==> src/rtl/core/kaf_pkg.sv <==
// ============================================================================
// kaf_pkg
// Shared widths and fixed-point helpers for the angle/bias Kalman filter.
// ============================================================================
package kaf_pkg;

    localparam int MulAW = 33;              // multiplier operand A
    localparam int MulBW = 36;              // multiplier operand B
    localparam int MulW  = MulAW + MulBW;   // full product
    localparam int NoiseW = 30;
    localparam int DivQW = 62;              // |P| * 2^30 fits in 62 bits
    localparam int DivCntW = 6;

    localparam logic [1:0] REG_ANGLE_NOISE   = 2'd0;
    localparam logic [1:0] REG_BIAS_NOISE    = 2'd1;
    localparam logic [1:0] REG_MEASURE_NOISE = 2'd2;

    localparam logic [NoiseW-1:0] ANGLE_NOISE_RST   = NoiseW'(107374);
    localparam logic [NoiseW-1:0] BIAS_NOISE_RST    = NoiseW'(429497);
    localparam logic [NoiseW-1:0] MEASURE_NOISE_RST = NoiseW'(4294967);

    // floor((v + 2^(s-1)) / 2^s)
    function automatic logic signed [MulW-1:0] rnd_shr(
        input logic signed [MulW-1:0] v,
        input int unsigned            s
    );
        logic signed [MulW-1:0] h;
        h = $signed(MulW'(1) << (s - 1));
        return (v + h) >>> s;
    endfunction

    function automatic logic signed [31:0] sat32(input logic signed [MulW-1:0] v);
        logic signed [MulW-1:0] hi;
        logic signed [MulW-1:0] lo;
        hi = MulW'(32'sh7fff_ffff);
        lo = MulW'(-33'sd2147483648);
        if (v > hi)
            return 32'sh7fff_ffff;
        else if (v < lo)
            return 32'sh8000_0000;
        else
            return v[31:0];
    endfunction

endpackage

==> src/rtl/core/kaf_mul.sv <==
// ============================================================================
// kaf_mul
// Shared signed multiplier with a registered product.
// ============================================================================
module kaf_mul
    import kaf_pkg::*;
(
    input  logic                    clk,
    input  logic signed [MulAW-1:0] a,
    input  logic signed [MulBW-1:0] b,
    output logic signed [MulW-1:0]  p
);

    logic signed [MulW-1:0] p_reg;

    always_ff @(posedge clk)
    begin
        p_reg <= MulW'(a) * MulW'(b);
    end

    assign p = p_reg;

endmodule

==> config.mk <==
export PLATFORM = sky130hd
export DESIGN_NAME = kaf_mul
export DESIGN_NICKNAME = d
export VERILOG_FILES = /design/src/rtl/core/kaf_pkg.sv /design/src/rtl/core/kaf_mul.sv
export SDC_FILE = /design/constraint.sdc
export NUM_CORES = 2
export LEC_CHECK = 0
export ABC_AREA = 1
export BUFFER_PORTS_ARGS = -buffer_cell sky130_fd_sc_hd__buf_2
export CORE_UTILIZATION = 45
export CTS_CLUSTER_SIZE = 14
export DETAILED_ROUTE_END_ITERATION = 12
export SLEW_MARGIN = 15
export SYNTH_ARGS = -nofsm -noshare
export SYNTH_HDL_FRONTEND = slang
export SYNTH_SLANG_ARGS = --single-unit
export TNS_END_PERCENT = 100
==> constraint.sdc <==
create_clock -name clk -period 11.7 [get_ports clk]
set_clock_uncertainty 0.1 [all_clocks]
set_input_delay 1.755 -clock clk [delete_from_list [all_inputs] [get_ports clk]]
set_output_delay 1.755 -clock clk [all_outputs]
set_load 0.02 [all_outputs]
# Word level (Yosys, flattened, before mapping)

Index checks and enable logic that the tools add are counted.

Flip-flop bits (word level): 69
Bits in latches: 0
Memory bits (writable): 0
ROM bits: 0
Bits of input ports: 70
Output and inout port bits: 69
Word-level logic and storage cells: 2
Memories: 0

Add/sub/neg operators: 0
Multiply operators: 1
Divide/modulo/power cells: 0
$lt $le $gt $ge: 0
Equality and inequality tests: 0
Shifts and indexed selects: 0
Multiplexer cells: 0
Bitwise operators: 0
Reductions and logical operators: 0

Operators by type and width:

| operator         | number |
|---|---|
| $mul A33 B36 Y69 | 1 |

# Logic depth before layout (Yosys ltp)

Depth in word-level cells: 1
Mapped depth: 33
Gate-level depth less buffers: 31

# Least setup slack after synthesis

Ideal clock, no wire load.

Path type: input to register
From: input port a[1]
To: register p_reg[68] (netlist: p[68])
Setup time: 0.112 ns
Arrival: 8.456 ns
Required time: 11.488 ns
Slack: 3.032 ns
Stages on the path: 29
Path buffers: 2
Cell sequence: clkbuf_1 clkbuf_1 nand2_1 inv_1 fa_1 fa_1 fa_1 fa_1 inv_1 fa_1 inv_1 fa_1 inv_1 fa_1 fa_1 inv_1 ha_1 nand2_1 inv_1 nand2_1 inv_1 nand2_1 inv_1 a21oi_1 nand2_1 inv_1 nand2_1 nand2_1 nand2_1

Longest elaborated chain between the ends: 1

RTL lines:

| item                   | line          | source |
|---|---|---|
| start: declaration     | kaf_mul.sv:9  | `input logic signed [MulAW-1:0] a,` |
| $mul A33 B36 Y69       | kaf_mul.sv:18 | `p_reg <= MulW'(a) * MulW'(b);` |
| end signal: assignment | kaf_mul.sv:18 |  |
| end: declaration       | kaf_mul.sv:14 | `logic signed [MulW-1:0] p_reg;` |

No other way between the ends.

# Worst setup path in the final report

From: input port a[3]
To: register p_reg[56] (netlist: p[56])

The elaborated chain is that of the path after synthesis.

==> metrics.txt <==
# TYPE chip_impl_metric gauge
chip_impl_metric{name="avgViaCountPerCell",unit=""} 4.87
chip_impl_info{name="cts_tree",value="done"} 1
chip_impl_metric{name="antenna_left",unit=""} 0
chip_impl_metric{name="drtIter0Drc",unit=""} 2332
chip_impl_metric{name="wire_length_of_the_first_global_routing_pass",unit="um"} 221000
chip_impl_metric{name="gp_congestion",unit=""} 0.925
chip_impl_info{name="synth_top_cells_by_count",value="2061 x sky130_fd_sc_hd__inv_1, 1663 x sky130_fd_sc_hd__nand2_1, 1238 x sky130_fd_sc_hd__fa_1"} 1
chip_impl_metric{name="synthesis.yosys.warnings",unit=""} 0
chip_impl_metric{name="layout.nets",unit=""} 7414
chip_impl_metric{name="required",unit="ns"} 11.84
chip_impl_info{name="yosysTopAreaCell",value="sky130_fd_sc_hd__fa_1"} 1
chip_impl_info{name="worst_setup_path_start_kind",value="input port"} 1
chip_impl_metric{name="finalCoreUtilization",unit="%"} 47.4
chip_impl_info{name="synth.top_cells.by_area",value="sky130_fd_sc_hd__fa_1 53%, sky130_fd_sc_hd__inv_1 17%, sky130_fd_sc_hd__nand2_1 13%, sky130_fd_sc_hd__ha_1 6.0%, sky130_fd_sc_hd__dfxtp_1 3.0%"} 1
chip_impl_metric{name="synth_cells",unit=""} 5978
chip_impl_metric{name="timing.critical_path.slowest_cell_delay",unit="ns"} 0.81
chip_impl_metric{name="avgSynthCellArea",unit="sq um"} 7.79
chip_impl_info{name="crit_path_class",value="in2reg"} 1
chip_impl_metric{name="grt.total_usage",unit="%"} 27.8
chip_impl_metric{name="slew_violations",unit=""} 0
chip_impl_metric{name="tritoncts.num_buffers",unit=""} 9
chip_impl_metric{name="critPathArrivalTime",unit="ns"} 9.36
chip_impl_metric{name="tightest_slew_margin_relative_to_the_limit",unit="%"} 22.6
chip_impl_metric{name="grt_antenna_before_repair",unit=""} 7
chip_impl_metric{name="holdBufCountCts",unit=""} 0
chip_impl_metric{name="syn-num-nets",unit=""} 7509
chip_impl_metric{name="fillerInstances",unit=""} 10300
chip_impl_metric{name="number_of_buffers_inserted_to_repair_setup_after_cts",unit=""} 0
chip_impl_metric{name="floorplan.initialDensity",unit="%"} 45.6
chip_impl_metric{name="std_cell_rows",unit=""} 117
chip_impl_metric{name="max_clock_freq",unit="MHz"} 108
chip_impl_metric{name="yosys_register_bits",unit=""} 69
chip_impl_info{name="worst_hold_startpoint",value="b[0]"} 1
chip_impl_metric{name="proportion_of_synthesized_chip_area_in_sequential_cells",unit="%"} 2.97
chip_impl_metric{name="finalHoldViolations",unit=""} 0
chip_impl_metric{name="place.detailed.hpwl",unit="um"} 111000
chip_impl_info{name="grt_setup_unrepaired",value="no"} 1
chip_impl_info{name="postSynth.topFlopCell",value="sky130_fd_sc_hd__dfxtp_1"} 1
chip_impl_metric{name="asyncSetResetFlopFracSynth",unit="%"} 0
chip_impl_info{name="worst_setup_path_end_kind",value="flip-flop"} 1
chip_impl_metric{name="worstMarginPinSlew",unit="ns"} 1.16
chip_impl_metric{name="fraction_of_final_layout_cells_sized_beyond_drive_strength_1",unit="%"} 4.96
chip_impl_info{name="crit_path_frequent_cell",value="sky130_fd_sc_hd__fa_1"} 1
chip_impl_metric{name="layout_worst_path_cycle_share",unit="%"} 78.8
chip_impl_metric{name="synth.top_cell.area_share",unit="%"} 53.2
chip_impl_metric{name="stdcell_count",unit=""} 7258
chip_impl_metric{name="max_cap_viol_count",unit=""} 0
chip_impl_metric{name="setup_tns",unit="ns"} 0
chip_impl_metric{name="dp_cells",unit=""} 7240
chip_impl_metric{name="clock_tree.htree_level_count",unit=""} 3
chip_impl_metric{name="largest_reg_flops",unit=""} 69
chip_impl_info{name="crit_path_max_delay_cell_type",value="sky130_fd_sc_hd__fa_1"} 1
chip_impl_metric{name="post-route-drc-count",unit=""} 0
chip_impl_info{name="hold_path_end",value="p[0]"} 1
chip_impl_metric{name="clkTransAtPathRegs",unit="ns"} 0.06
chip_impl_metric{name="synthToLayoutAreaGrowth",unit="%"} 4.10
chip_impl_metric{name="vias",unit=""} 35300
chip_impl_metric{name="wl_per_cell",unit="um"} 18.9
chip_impl_metric{name="ctsResizeCount",unit=""} 0
chip_impl_metric{name="fp.dieW",unit="um"} 324
chip_impl_info{name="hp-class",value="in2reg"} 1
chip_impl_metric{name="finalSetupViolations",unit=""} 0
chip_impl_metric{name="clk_path_buf_depth",unit=""} 2
chip_impl_info{name="clockRootBuffer",value="sky130_fd_sc_hd__clkbuf_16"} 1
chip_impl_metric{name="grt_start_max_net_pins",unit=""} 37
chip_impl_metric{name="worst_slack",unit="ns"} 2.48
chip_impl_metric{name="count_of_flip_flops_with_a_built_in_enable_after_synthesis",unit=""} 0
chip_impl_metric{name="hold_critical_path_depth",unit=""} 4
chip_impl_metric{name="synth.lib_cells_used.distinct",unit=""} 36
chip_impl_metric{name="path_max_fanout",unit=""} 36
chip_impl_metric{name="cts_sinks",unit=""} 69
chip_impl_metric{name="grt_remaining_overflow",unit=""} 0
chip_impl_metric{name="design.die.area",unit="sq um"} 105000
chip_impl_metric{name="preCtsSetupSlack",unit="ns"} 2.11
chip_impl_metric{name="floorplan.io_pins",unit=""} 139
chip_impl_metric{name="synthesis.area",unit="sq um"} 46500
chip_impl_metric{name="finalWorstPathRequiredPeriod",unit="ns"} 9.22
chip_impl_metric{name="core_area",unit="sq um"} 102000
chip_impl_info{name="status",value="complete, no violations"} 1
chip_impl_metric{name="dieHeight",unit="um"} 324
chip_impl_metric{name="detailedRoute.firstPassIterationCount",unit=""} 7
chip_impl_metric{name="wl",unit="um"} 137000
chip_impl_metric{name="buffer_ports.inserted",unit=""} 138
chip_impl_metric{name="number_of_global_route_vias_before_repair",unit=""} 38900
chip_impl_info{name="post-synth-top-count-cell",value="sky130_fd_sc_hd__inv_1"} 1
==> logic make-up after synthesis <==
family	after synthesis	share of synthesized area, %
AND/OR/NAND/NOR	1963	16.9
XOR/XNOR	45	0.847
adder cells (fa/ha/maj)	1461	59.2
AO/OA/AOI/OAI	95	1.12
flip-flops	69	2.97
buffers and inverters	2345	18.9
==> placed cells by master (no fill, tap or decap), types with 2 or more instances in the layout <==
master                      count
sky130_fd_sc_hd__diode_2        2
sky130_fd_sc_hd__nor2_2        28
sky130_fd_sc_hd__nor2_4         5
sky130_fd_sc_hd__o21ai_1        2
sky130_fd_sc_hd__and2_1         2
sky130_fd_sc_hd__inv_1       2061
sky130_fd_sc_hd__nor4_1         2
sky130_fd_sc_hd__nor3_1         8
sky130_fd_sc_hd__clkinv_1       3
sky130_fd_sc_hd__dfxtp_1       69
sky130_fd_sc_hd__ha_1         223
sky130_fd_sc_hd__nor2_1       103
sky130_fd_sc_hd__xor2_1        38
sky130_fd_sc_hd__nor3_2         5
sky130_fd_sc_hd__fa_1        1238
sky130_fd_sc_hd__clkbuf_16      9
sky130_fd_sc_hd__clkinv_2       2
sky130_fd_sc_hd__clkinv_4       2
sky130_fd_sc_hd__nand4_1       17
sky130_fd_sc_hd__nand2_2       39
sky130_fd_sc_hd__a21oi_1       59
sky130_fd_sc_hd__or2_2          7
sky130_fd_sc_hd__nand3_1       65
sky130_fd_sc_hd__xnor2_1        7
sky130_fd_sc_hd__o21bai_1      10
sky130_fd_sc_hd__a21oi_2        2
sky130_fd_sc_hd__nand3b_1       3
sky130_fd_sc_hd__buf_4         31
sky130_fd_sc_hd__nand3_2       12
sky130_fd_sc_hd__buf_2        138
sky130_fd_sc_hd__nand2_1     1663
sky130_fd_sc_hd__o21ai_0       19
sky130_fd_sc_hd__inv_2          6
==> routing by layer <==
metal  up-vias  GRT usage [%]  part of all wire [%]
li1      15900              -                     -
met1     17900           34.9                    40
met2      1229           49.1                    50
met3       297           2.97                   5.9
met4        10           10.8                   4.7
met5         -              0                 0.053
==> worst max-delay path by stage <==
| stage | startpoint | endpoint | cells past startpoint |
|---|---|---|---|
| 3_3_place_gp | a[3] | p[65] | 25 |
| 6_report | a[3] | p[56] | 26 |
| 3_5_place_dp | a[3] | p[65] | 25 |
| 5_1_grt | a[3] | p[65] | 24 |
| 4_1_cts | a[3] | p[65] | 25 |
| 2_1_floorplan | a[1] | p[68] | 29 |
==> critical path: cells and delay by family <==
| kind | cells | cell delay (ns) |
|---|---|---|
| buffers and inverters | 8 | 1.69 |
| adders and majority gates | 9 | 4.74 |
| and+or+nand+nor | 9 | 1.15 |
==> layout make-up <==
| cell class | count | area, sq um | share of cell area [%] |
|---|---|---|---|
| Clock inverter | 7 | 73.8 | 0.152 |
| Timing Repair Buffer | 169 | 923 | 1.91 |
| Multi-Input combinational cell | 3564 | 36400 | 75.0 |
| Inverter | 2070 | 7770 | 16.0 |
| Clock buffer | 9 | 225 | 0.465 |
| Tap cell | 1368 | 1710 | 3.53 |
| Antenna cell | 2 | 5.00 | 0.0103 |
| Sequential cell | 69 | 1380 | 2.85 |
==> through the flow <==
| stage | hold WS [ns] | cell area, sq um |
|---|---|---|
| 3_3_place_gp | 2.07 | 48200 |
| 3_5_place_dp | 2.07 | 48200 |
| 6_report | 1.93 | 48500 |
| 4_1_cts | 1.92 | 48500 |
| 2_1_floorplan | 1.97 | 46500 |
| 5_1_grt | 1.95 | 48500 |
Power is not shown: default switching activity piles up to over one toggle a cycle in this logic, so the estimate is an artifact.
